[src/rtl/key_auto_repeat_timer_core_defines.svh]
// assertion macros for the key auto-repeat timer core
`ifndef KEY_AUTO_REPEAT_TIMER_CORE_DEFINES_SVH
`define KEY_AUTO_REPEAT_TIMER_CORE_DEFINES_SVH

`ifndef SYNTH
// same-cycle implication, sampled on i_clk, off during reset
`define KRT_ASSERT_IMP(lbl, ante, cons) \
    lbl: assert property (@(posedge i_clk) disable iff (!i_rst_n) (ante) |-> (cons)) \
        else $error("krt assertion failed");
// next-cycle implication, sampled on i_clk, off during reset
`define KRT_ASSERT_NEXT(lbl, ante, cons) \
    lbl: assert property (@(posedge i_clk) disable iff (!i_rst_n) (ante) |=> (cons)) \
        else $error("krt assertion failed");
`else
`define KRT_ASSERT_IMP(lbl, ante, cons)
`define KRT_ASSERT_NEXT(lbl, ante, cons)
`endif

`endif

[src/rtl/krt_pkg.sv]
// shared types and constants for the key auto-repeat timer
package krt_pkg;

    localparam int HELD_KEY_SLOTS = 6;
    localparam int HELD_INPUTS    = 6;

    localparam logic [15:0] DELAY_RESET  = 16'd400;
    localparam logic [15:0] PERIOD_RESET = 16'd100;

    typedef logic [7:0]  t_key;
    typedef logic [15:0] t_ms;

    typedef enum logic [1:0] {
        OP_PRESS = 2'd0,
        OP_TICK  = 2'd1,
        OP_READ  = 2'd2
    } t_op;

    typedef enum logic [1:0] {
        CFG_INITIAL_DELAY = 2'd0,
        CFG_REPEAT_PERIOD = 2'd1
    } t_cfg_index;

    typedef struct packed {
        t_op  op;
        t_key code;
        t_key modifier;
    } t_cmd;

    typedef struct packed {
        logic success;
        t_key key;
        t_key modifier;
    } t_result;

endpackage

[src/rtl/key_auto_repeat_timer_core.sv]
// top level of the key auto-repeat timer: handshake stages and config registers
//
//  channel   direction  handshake                 payload
//  in        into core  i_in_valid / o_in_stall   i_op, i_press_*, i_held_key_0..5
//  out       from core  o_out_valid / i_out_stall o_success, o_key_out, o_modifier_out
//  cfg       into core  i_cfg_valid / o_cfg_ready i_cfg_index, i_cfg_data
//
// one item per cycle sustained while the output is not stalled: an accepted transaction sits in the input register,
// goes through the key compare and countdown logic and lands in the result register
// the result is offered from the result register and stays there until the output takes it
// reset is synchronous and active low; it restores the 400 ms delay and 100 ms period
// the input stalls only when both the input and result registers are full and the
// output is stalled; config writes are always taken
module key_auto_repeat_timer_core (
    input  logic                i_clk,
    input  logic                i_rst_n,
    // input channel
    input  logic                i_in_valid,
    output logic                o_in_stall,
    input  logic [1:0]          i_op,
    input  logic [7:0]          i_press_code,
    input  logic [7:0]          i_press_modifier,
    input  logic [7:0]          i_held_key_0,
    input  logic [7:0]          i_held_key_1,
    input  logic [7:0]          i_held_key_2,
    input  logic [7:0]          i_held_key_3,
    input  logic [7:0]          i_held_key_4,
    input  logic [7:0]          i_held_key_5,
    // output channel
    output logic                o_out_valid,
    input  logic                i_out_stall,
    output logic                o_success,
    output logic [7:0]          o_key_out,
    output logic [7:0]          o_modifier_out,
    // config channel
    input  logic                i_cfg_valid,
    output logic                o_cfg_ready,
    input  logic [1:0]          i_cfg_index,
    input  logic [15:0]         i_cfg_data
);
    import krt_pkg::*;

    `include "key_auto_repeat_timer_core_defines.svh"

    // input register
    logic    r_in_valid;
    t_cmd    r_cmd;
    t_key    r_held [HELD_INPUTS];
    logic    in_take;
    logic    advance;

    // result register
    logic    r_out_valid;
    t_result r_res;
    t_result res;

    // config registers
    t_ms     r_delay;
    t_ms     r_period;

    logic    held_found;
    t_key    stored_key;

    // item leaves the input register when the result register is free or draining
    assign advance    = r_in_valid && (!r_out_valid || !i_out_stall);
    assign o_in_stall = r_in_valid && !advance;
    assign in_take    = i_in_valid && !o_in_stall;

    always_ff @(posedge i_clk) begin
        if (!i_rst_n) begin
            r_in_valid <= 1'b0;
        end else if (in_take) begin
            r_in_valid <= 1'b1;
        end else if (advance) begin
            r_in_valid <= 1'b0;
        end
    end

    // payload captured on acceptance only
    always_ff @(posedge i_clk) begin
        if (in_take) begin
            r_cmd     <= '{op: t_op'(i_op), code: i_press_code, modifier: i_press_modifier};
            r_held[0] <= i_held_key_0;
            r_held[1] <= i_held_key_1;
            r_held[2] <= i_held_key_2;
            r_held[3] <= i_held_key_3;
            r_held[4] <= i_held_key_4;
            r_held[5] <= i_held_key_5;
        end
    end

    krt_held_match u_match (
        .i_held       (r_held),
        .i_stored_key (stored_key),
        .o_found      (held_found)
    );

    krt_engine u_engine (
        .i_clk           (i_clk),
        .i_rst_n         (i_rst_n),
        .i_fire          (advance),
        .i_cmd           (r_cmd),
        .i_held_found    (held_found),
        .i_initial_delay (r_delay),
        .i_repeat_period (r_period),
        .o_stored_key    (stored_key),
        .o_result        (res)
    );

    // result register, held while the output is stalled
    always_ff @(posedge i_clk) begin
        if (!i_rst_n) begin
            r_out_valid <= 1'b0;
        end else if (advance) begin
            r_out_valid <= 1'b1;
        end else if (!i_out_stall) begin
            r_out_valid <= 1'b0;
        end
    end

    always_ff @(posedge i_clk) begin
        if (advance) begin
            r_res <= res;
        end
    end

    assign o_out_valid    = r_out_valid;
    assign o_success      = r_res.success;
    assign o_key_out      = r_res.key;
    assign o_modifier_out = r_res.modifier;

    // config writes, indexes beyond the list are dropped
    assign o_cfg_ready = 1'b1;

    always_ff @(posedge i_clk) begin
        if (!i_rst_n) begin
            r_delay  <= DELAY_RESET;
            r_period <= PERIOD_RESET;
        end else if (i_cfg_valid && o_cfg_ready) begin
            if (i_cfg_index == CFG_INITIAL_DELAY) begin
                r_delay <= i_cfg_data;
            end else if (i_cfg_index == CFG_REPEAT_PERIOD) begin
                r_period <= i_cfg_data;
            end
        end
    end

    `KRT_ASSERT_IMP(a_stall_only_when_full, o_in_stall, r_in_valid && r_out_valid && i_out_stall)
    `KRT_ASSERT_NEXT(a_advance_fills_result, advance, r_out_valid)
    `KRT_ASSERT_NEXT(a_tick_no_success, advance && r_cmd.op == OP_TICK, !o_success)

endmodule

[src/rtl/krt_held_match.sv]
// search of the zero-terminated held key list for the stored key
module krt_held_match (
    input  krt_pkg::t_key i_held [krt_pkg::HELD_INPUTS],
    input  krt_pkg::t_key i_stored_key,
    output logic          o_found
);
    import krt_pkg::*;

    always_comb begin
        logic alive;
        alive   = 1'b1;
        o_found = 1'b0;
        for (int i = 0; i < HELD_KEY_SLOTS && i < HELD_INPUTS; i++) begin
            if (i_held[i] == 8'd0) begin
                alive = 1'b0;
            end
            if (alive && (i_held[i] == i_stored_key)) begin
                o_found = 1'b1;
            end
        end
    end

endmodule

[src/rtl/krt_engine.sv]
// key store, ready mark and repeat countdown with per-item result
module krt_engine (
    input  logic             i_clk,
    input  logic             i_rst_n,
    input  logic             i_fire,
    input  krt_pkg::t_cmd    i_cmd,
    input  logic             i_held_found,
    input  krt_pkg::t_ms     i_initial_delay,
    input  krt_pkg::t_ms     i_repeat_period,
    output krt_pkg::t_key    o_stored_key,
    output krt_pkg::t_result o_result
);
    import krt_pkg::*;

    `include "key_auto_repeat_timer_core_defines.svh"

    t_key r_key, n_key;
    t_key r_mod, n_mod;
    logic r_ready, n_ready;
    logic r_running, n_running;
    t_ms  r_count, n_count;

    always_ff @(posedge i_clk) begin
        if (!i_rst_n) begin
            r_key     <= '0;
            r_mod     <= '0;
            r_ready   <= 1'b0;
            r_running <= 1'b0;
            r_count   <= '0;
        end else begin
            r_key     <= n_key;
            r_mod     <= n_mod;
            r_ready   <= n_ready;
            r_running <= n_running;
            r_count   <= n_count;
        end
    end

    always_comb begin
        n_key     = r_key;
        n_mod     = r_mod;
        n_ready   = r_ready;
        n_running = r_running;
        n_count   = r_count;
        o_result  = '0;
        if (i_fire) begin
            unique case (i_cmd.op)
                OP_PRESS: begin
                    if (i_cmd.code != r_key) begin
                        n_key            = i_cmd.code;
                        n_mod            = i_cmd.modifier;
                        n_ready          = 1'b1;
                        n_running        = 1'b1;
                        n_count          = i_initial_delay;
                        o_result.success = 1'b1;
                    end
                end
                OP_TICK: begin
                    if (r_running) begin
                        if (r_count > 16'd1) begin
                            n_count = r_count - 16'd1;
                        end else if (i_held_found) begin
                            n_ready = 1'b1;
                            n_count = i_repeat_period;
                        end else begin
                            n_running = 1'b0;
                            n_count   = '0;
                        end
                    end
                end
                OP_READ: begin
                    if (r_ready) begin
                        n_ready           = 1'b0;
                        o_result.success  = 1'b1;
                        o_result.key      = r_key;
                        o_result.modifier = r_mod;
                    end
                end
                default: begin
                end
            endcase
        end
    end

    assign o_stored_key = r_key;

    `KRT_ASSERT_IMP(a_idle_count_zero, !r_running, r_count == 16'd0)
    `KRT_ASSERT_NEXT(a_read_clears_ready, i_fire && i_cmd.op == OP_READ && r_ready, !r_ready)
    `KRT_ASSERT_NEXT(a_new_press_arms, i_fire && i_cmd.op == OP_PRESS && i_cmd.code != r_key,
        r_running && r_ready)

endmodule
[config.mk]
export PLATFORM = sky130hd
export DESIGN_NAME = key_auto_repeat_timer_core
export DESIGN_NICKNAME = d
export VERILOG_FILES = /design/src/rtl/krt_pkg.sv /design/src/rtl/key_auto_repeat_timer_core.sv /design/src/rtl/krt_held_match.sv /design/src/rtl/krt_engine.sv
export VERILOG_INCLUDE_DIRS = /design/src /design/src/rtl
export SDC_FILE = /design/constraint.sdc
export NUM_CORES = 1
export LEC_CHECK = 0
export BUFFER_PORTS_ARGS = -buffer_cell sky130_fd_sc_hd__buf_2
export CAP_MARGIN = 10
export CELL_PAD_IN_SITES_DETAIL_PLACEMENT = 0
export CELL_PAD_IN_SITES_GLOBAL_PLACEMENT = 2
export CORE_MARGIN = 2
export CORE_UTILIZATION = 32
export DETAILED_ROUTE_END_ITERATION = 6
export GPL_TIMING_DRIVEN = 0
export PLACE_DENSITY_LB_ADDON = 0.1
export REMOVE_ABC_BUFFERS = 1
export SYNTH_ARGS = -nofsm -noshare
export SYNTH_HDL_FRONTEND = slang
export SYNTH_SLANG_ARGS = --single-unit
[constraint.sdc]
create_clock -name i_clk -period 4.6 [get_ports i_clk]
set_input_delay 0.92 -clock i_clk [delete_from_list [all_inputs] [get_ports i_clk]]
set_output_delay 0.92 -clock i_clk [all_outputs]
set_load 0.02 [all_outputs]
# After elaboration in Yosys (flattened, before gate mapping)
# Index checks and enable logic that the tools add are counted.
# word_totals
elab_cells	104
out_inout_bits	20
register_bits	151
# classes
muxes	33
bitwise	1
n_addsub	1
eq_ne	15
n_reduce_logical	32
order_cmp	1
# ops
cell	count
16-bit two-way mux	4
8-bit equality test	6
8-bit zero test	6
16-bit one-hot mux with 2 select lines	1
1-bit two-way mux	24
17-bit two-way mux	1
16-bit by 1-bit > comparator with 1-bit output (second input constant)	1
16-bit by 1-bit subtractor with 16-bit output (second input constant)	1
1-bit logical AND	9
3-bit AND reduction	3
8-bit != test	1
2-bit by 1-bit != test with 1-bit output (second input constant)	3
6-bit AND reduction	1
2-bit by 1-bit equality test with 1-bit output (second input constant)	2
1-bit zero test	4
2-bit zero test	2
2-bit != test (second input constant)	2
1-bit one-hot mux with 2 select lines	2
2-bit AND reduction	2
4-bit AND reduction	1
2-bit nonzero test	2
1-bit one-hot mux with 3 select lines	1
3-bit nonzero test	1
2-bit equality test (second input constant)	1
other kinds (2)	2

# Logic depth before layout (Yosys ltp)
# Gate-level depths: netlist of run 1.
# logic_depth
ltp_word	13
depth_mapped	11
mapped_depth_nobuf	10

# Cells and area by module
# From an unflattened synthesis of run 1, not the netlist that was laid out.
# unflattened
cells_unflattened	593
hier_area_um2	6859.1
# by_module_without_submodules
mod	n_inst	cells_per_inst	area_per_inst_um2
key_auto_repeat_timer_core	1	225	3867.5
krt_engine	1	273	2280.9
krt_held_match	1	95	710.7

# Worst setup path after synthesis of run 1
# Ideal clock, no wire load.
# synth_timing
path_kind	in2reg
startpoint	input i_out_stall
endpoint	register r_cmd[0] (netlist bit) (enable)
path_slack_ns	-0.027
setup_ns	0.497
required_time_ns	4.103
t_arrival_ns	4.130
n_path_buf	0
cell_stages	2
cell_sequence	and3_1 nor2b_1
# synth_via
elab_chain_cells	7
# synth_lines
item	line	source
start: declaration	key_auto_repeat_timer_core.sv:31	input logic i_out_stall,
1-bit zero test	n/a	
1-bit logical OR	key_auto_repeat_timer_core.sv:65	assign advance = r_in_valid && (!r_out_valid || !i_out_stall);
1-bit logical AND	key_auto_repeat_timer_core.sv:65	
1-bit zero test	key_auto_repeat_timer_core.sv:66	assign o_in_stall = r_in_valid && !advance;
1-bit logical AND	key_auto_repeat_timer_core.sv:66	
1-bit zero test	key_auto_repeat_timer_core.sv:67	assign in_take = i_in_valid && !o_in_stall;
1-bit logical AND	key_auto_repeat_timer_core.sv:67	
net in_take	key_auto_repeat_timer_core.sv:49	logic in_take;
end signal: assignment	key_auto_repeat_timer_core.sv:82	r_cmd <= '{op: t_op'(i_op), code: i_press_code, modifier: i_press_modifier};
end: declaration	key_auto_repeat_timer_core.sv:47	t_cmd r_cmd;
# The timed path passes the listed nets, and every way through them passes these cells.
# A chain may end at the register's enable or synchronous reset.

# Worst setup path in the final report of run 1
# layout_timing
startpoint	register u_engine.r_key[5] (netlist: u_engine.o_stored_key[5])
endpoint	register u_engine.r_mod[0]
# layout_via
elab_chain_cells	2
# layout_lines
item	line	source
start: declaration	krt_engine.sv:17	t_key r_key, n_key;
start signal: assignment	krt_engine.sv:31	r_key <= n_key;
8-bit != test	krt_engine.sv:49	if (i_cmd.code != r_key) begin
3-bit AND reduction (no source line)	n/a	
end signal: assignment	krt_engine.sv:32	r_mod <= n_mod;
end: declaration	krt_engine.sv:18	t_key r_mod, n_mod;
# No other way between the ends.

==> results_dict.tcl, run 1 <==
set metrics [dict create \
    drt-wirelength-per-cell_um 16.6 \
    cts_buffers 17 \
    die_h_um 146 \
    clk_path_buf_depth 2 \
    netlist_instances 599 \
    synth.largest_area_cell "edfxtp_1" \
    worstPathRequired_ns 4.88 \
    clkTransAtPathRegs_ns 0.06 \
    hp-class "flip-flop to flip-flop" \
    ir_drop_mv 0.226 \
    critPathTopFamily "simple AND/OR/NAND/NOR gates" \
    grt_setup_unrepaired "no" \
    mostFrequentLayoutCells "buf_2, nand2_1, edfxtp_1" \
    hold_slack_ns 0.460 \
    yosysSeqAreaShare 0.598 \
    dp_slack_ns 1.49 \
    drtIter0Drc 317 \
    fmax_ghz 0.321 \
    slew_headroom 0.322 \
    grt_max_degree 53 \
    finalHoldViolCount 0 \
    drc_errors 0 \
    synthDistinctLibCells 56 \
    first_pass_iters 5 \
    clk_latency_ns 0.42 \
    root_buffer "clkbuf_16" \
    grt_pass1_vias 4766 \
    fin_area_um2 7840 \
    die_w_um 146 \
    netlist_area_um2 6450 \
    critPathKind "flip-flop to flip-flop" \
    grt_usage 0.158 \
    critical_path_buf_inv_count 0 \
    dp_hpwl_um 11100 \
    grt_antenna_before_repair 1 \
    coreArea_um2 19600 \
    cp-start-kind "flip-flop" \
    synth-seq-cells 151 \
    status "completed" \
    min_period_ns 3.11 \
    syn_to_final_growth_pct 21.6 \
    dieArea_um2 21300 \
    cpPeakStageDelay_ns 0.77 \
    worst_slew_pin_slew_ns 1.02 \
    place.gp.congestion 0.769 \
    vias_per_cell 4.79 \
    clock-sinks 151 \
    critical-path-slowest-cell "dfxtp_1" \
    grt_pass1_wl_um 25900 \
    drt.antenna.violating_nets 0 \
    post-route-period-util 0.677 \
    cts_tree "built" \
    synth_edf_count 83 \
    vias 4671 \
    p_total_mw 3.09 \
    p_per_area_nw_per_um2 394 \
    final_common_cell "buf_2" \
    crit_path_end_kind "flip-flop" \
    hold_buffers 0 \
    cp_cell_sequence "xor2_1 > nor4_1 > a211oi_2 > nand2_1 > mux2i_1 > nor2_1" \
    dpl_cell_area_um2 7290 \
    ys_warn_count 0 \
    fillers 1955 \
    finalNonFillerCells 976 \
    slew_viol_final 0 \
    skew_ns 0.0156 \
    io_pins 109 \
    final_util 0.400 \
    start_util 0.329 \
    dp.cells 943 \
    async_flop_share 0 \
    wirelength_um 16200 \
    p_leak_nw 3.14 \
    setup_viol 0 \
    portBuffers 107 \
    final_layout_size_suffix_gt1_frac 0.218 \
    cts.repair.resized 0 \
    yosys-top-cells-area "edfxtp_1, dfxtp_1, xor2_1, nand2_1, a21oi_1" \
    arrival_ns 3.39 \
    finalSetupTns_ns 0 \
    synth_area_per_cell_um2 10.8 \
    synthFlopType "edfxtp_1" \
    synth_top_area_share 0.387 \
    cts_setup_buffers 0 \
    overflow 0 \
    maxCapViolCount 0 \
    setup_ws_ns 1.49 \
    rows 51 \
    cts.htree.levels 4 \
    fin_nets 788 \
    cp_max_fo 16 \
]
synth_stat cells, drive strengths merged (14+ instances only):
cell type,number
nand2,99
edfxtp,83
dfxtp,68
a21oi,49
xor2,48
nor2,36
nor4,26
nand3,21
clkbuf,18
and2,17
buf,15
xnor2,14
routing by layer:
metal / share of wire / vias up / wire length [µm] / track usage
met1: 0.51 / 2227 / 8260 / 0.226
met3: 0.046 / 16 / 743 / 0.0429
met4: 0.011 / 2 / 175 / 0.0471
li1: - / 2319 / - / -
met5: 0.00080 / - / 13 / 0
met2: 0.43 / 107 / 7010 / 0.233
logic make-up (layout without fill, tap and decap cells):
| family | Yosys count | in the layout | share of synthesized area |
|---|---|---|---|
| AOI/OAI and AO/OA | 102 | 102 | 0.0955 |
| xor gates and xnor gates | 62 | 62 | 0.0842 |
| adders and majority gates | 2 | 2 | 0.00388 |
| buffers and inverters | 37 | 148 | 0.0256 |
| DFF | 151 | 151 | 0.598 |
| muxes | 10 | 10 | 0.0155 |
| other | 1 | 2 | 0.000582 |
| and+or+nand+nor | 234 | 234 | 0.177 |
registers in the layout, summed over array words and instances (netlist names), 16 cells and up:
name              count
r_cmd                18
r_delay              16
r_held               48
r_period             16
u_engine.r_count     16
worst reg2reg max path, stage by stage, from the launching register on:
cell      delay (ns)
dfxtp_1         0.77
xor2_1          0.21
nor4_1          0.11
a211oi_2        0.75
nand2_1         0.72
mux2i_1         0.36
nor2_1          0.07
power breakdown:
group | total, mW | internal, mW | switching [mW]
sequential | 1.53 | 1.48 | 0.0418
combinational | 0.248 | 0.103 | 0.145
clock | 1.32 | 0.746 | 0.571
total | 3.09 | 2.33 | 0.758
final cells by class:
class                      count  area [µm²]  area share
multi-input combinational    411        2460       0.313
clock buffer                  18         429      0.0547
timing repair buffer         112         629      0.0802
sequential                   151        3850       0.491
clock inverter                14         123      0.0156
inverter                       4        16.3     0.00207
antenna                        1        2.50    0.000319
tap                          265         332      0.0423
path summary, 6_finish.rpt:
kind                                          end  slack, ns  cells past startpoint                startpoint
worst max-delay path            u_engine.r_mod[0]       1.49                      6  u_engine.o_stored_key[5]
worst min register to register        r_delay[14]       0.46                      2               r_delay[14]
worst min-delay path                  r_delay[14]       0.46                      2               r_delay[14]
worst max register to register  u_engine.r_mod[0]       1.49                      6  u_engine.o_stored_key[5]
No activity file was read; power rests on OpenSTA's default activity.
==> run 2: changes to the inputs <==
==> constraint.sdc (replaced) <==
create_clock -name i_clk -period 2.8 [get_ports i_clk]
set_input_delay 0.56 -clock i_clk [delete_from_list [all_inputs] [get_ports i_clk]]
set_output_delay 0.56 -clock i_clk [all_outputs]
set_load 0.02 [all_outputs]
==> results_dict.tcl, run 2 (synthesis results as in run 1) <==
set metrics [dict create \
    status "completed" \
    cpMostUsedCell "o211ai_1" \
    syn_to_final_growth_pct 22.6 \
    hold_buffers 0 \
    dp_hpwl_um 11100 \
    cpPeakStageDelay_ns 0.54 \
    finalHoldViolCount 0 \
    place.gp.congestion 0.769 \
    skew_ns 0.0161 \
    cts_buffers 17 \
    clkTransAtPathRegs_ns 0.07 \
    vias 4690 \
    finalSetupTns_ns 0 \
    grt_max_degree 53 \
    vias_per_cell 4.80 \
    post-route-period-util 0.941 \
    p_per_area_nw_per_um2 643 \
    p_leak_nw 3.16 \
    cts_tree "built" \
    start_util 0.329 \
    die_h_um 146 \
    drt.antenna.violating_nets 0 \
    hold_slack_ns 0.309 \
    critical_path_buf_inv_count 0 \
    crit_path_end_kind "flip-flop" \
    drt-wirelength-per-cell_um 16.7 \
    slew_headroom 0.332 \
    reg_top3 "r_held (48), r_cmd (18)" \
    maxCapViolCount 0 \
    fin_nets 790 \
    clk_path_buf_depth 2 \
    worstPathRequired_ns 3.16 \
    clock-sinks 151 \
    rows 51 \
    cts.htree.levels 4 \
    cp_cell_sequence "xor2_1 > a2111oi_0 > o211ai_1 > o211ai_1 > a21oi_1 > nor2_2 > and3_1 > a22o_1" \
    portBuffers 107 \
    fmax_ghz 0.379 \
    drtIter0Drc 324 \
    grt_setup_unrepaired "no" \
    critical-path-slowest-cell "dfxtp_2" \
    grt_usage 0.158 \
    mostFrequentLayoutCells "buf_2, nand2_1, edfxtp_1" \
    min_period_ns 2.64 \
    setup_viol 0 \
    critPathKind "flip-flop to flip-flop" \
    antenna_cells 0 \
    ir_drop_mv 0.370 \
    overflow 0 \
    clk_latency_ns 0.42 \
    hp-class "input pin to flip-flop" \
    grt_pass1_vias 4763 \
    largest_register "r_held" \
    die_w_um 146 \
    root_buffer "clkbuf_16" \
    io_pins 109 \
    grt_antenna_before_repair 1 \
    grt_pass1_wl_um 26000 \
    cp_max_fo 9 \
    wirelength_um 16300 \
    dieArea_um2 21300 \
    cp-start-kind "flip-flop" \
    critPathTopFamily "compound AO/OA/AOI/OAI gates" \
    largest_reg_flops 48 \
    fillers 1950 \
    arrival_ns 3.00 \
    worst_slew_pin_slew_ns 1.00 \
    drc_errors 0 \
    final_common_cell "buf_2" \
    final_layout_size_suffix_gt1_frac 0.239 \
    slew_viol_final 0 \
    coreArea_um2 19600 \
    first_pass_iters 4 \
]
## run 2: worst paths after layout
path | slack (ns) | from | depth (start not counted) | end
max | 0.16 | u_engine.o_stored_key[7] | 8 | u_engine.r_count[1]
min | 0.31 | i_held_key_2[4] | 1 | r_held[28]
max reg2reg | 0.16 | u_engine.o_stored_key[7] | 8 | u_engine.r_count[1]
min reg2reg | 0.46 | r_period[0] | 2 | r_period[0]
## run 2: final cells by class
type,instances,area (µm²),area share
sequential,151,3860,0.489
multi-input combinational,411,2500,0.316
timing repair buffer,114,644,0.0815
clock buffer,18,429,0.0543
tap,265,332,0.0419
clock inverter,14,123,0.0155
inverter,4,16.3,0.00206
## run 2: repair_timing
| item | 4_1_cts | 5_1_grt |
|---|---|---|
| setup endpoints to repair | 29 | 33 |
| setup buffers | 0 | 2 |
| resized for setup | 9 | 6 |
| pin swaps | 0 | 1 |
## run 2: layer usage
metal	GRT usage	part of all wire	up-vias
li1	-	-	2316
met1	0.226	0.51	2247
met2	0.233	0.43	112
met3	0.0429	0.049	13
met4	0.0471	0.010	2
met5	0	0.00080	-
## run 2: power breakdown
| group | total, mW | internal [mW] | switching [mW] |
|---|---|---|---|
| Clock | 2.16 | 1.23 | 0.935 |
| Combinational | 0.417 | 0.174 | 0.242 |
| Sequential | 2.51 | 2.44 | 0.0696 |
| Total | 5.09 | 3.84 | 1.25 |
## run 2: stage by stage
stage	cell area [µm²]	util	std cells	setup slack, ns	power (mW)
final	7910	0.404	977	0.164	5.09
after global placement	7160	0.366	938	-2.81	2.95
after detailed placement	7290	0.372	943	-0.314	2.97
after CTS	7850	0.401	975	0.0125	5.14
after global routing	7910	0.404	977	0.00718	5.31
after floorplan	6300	-	566	-1.47	2.78
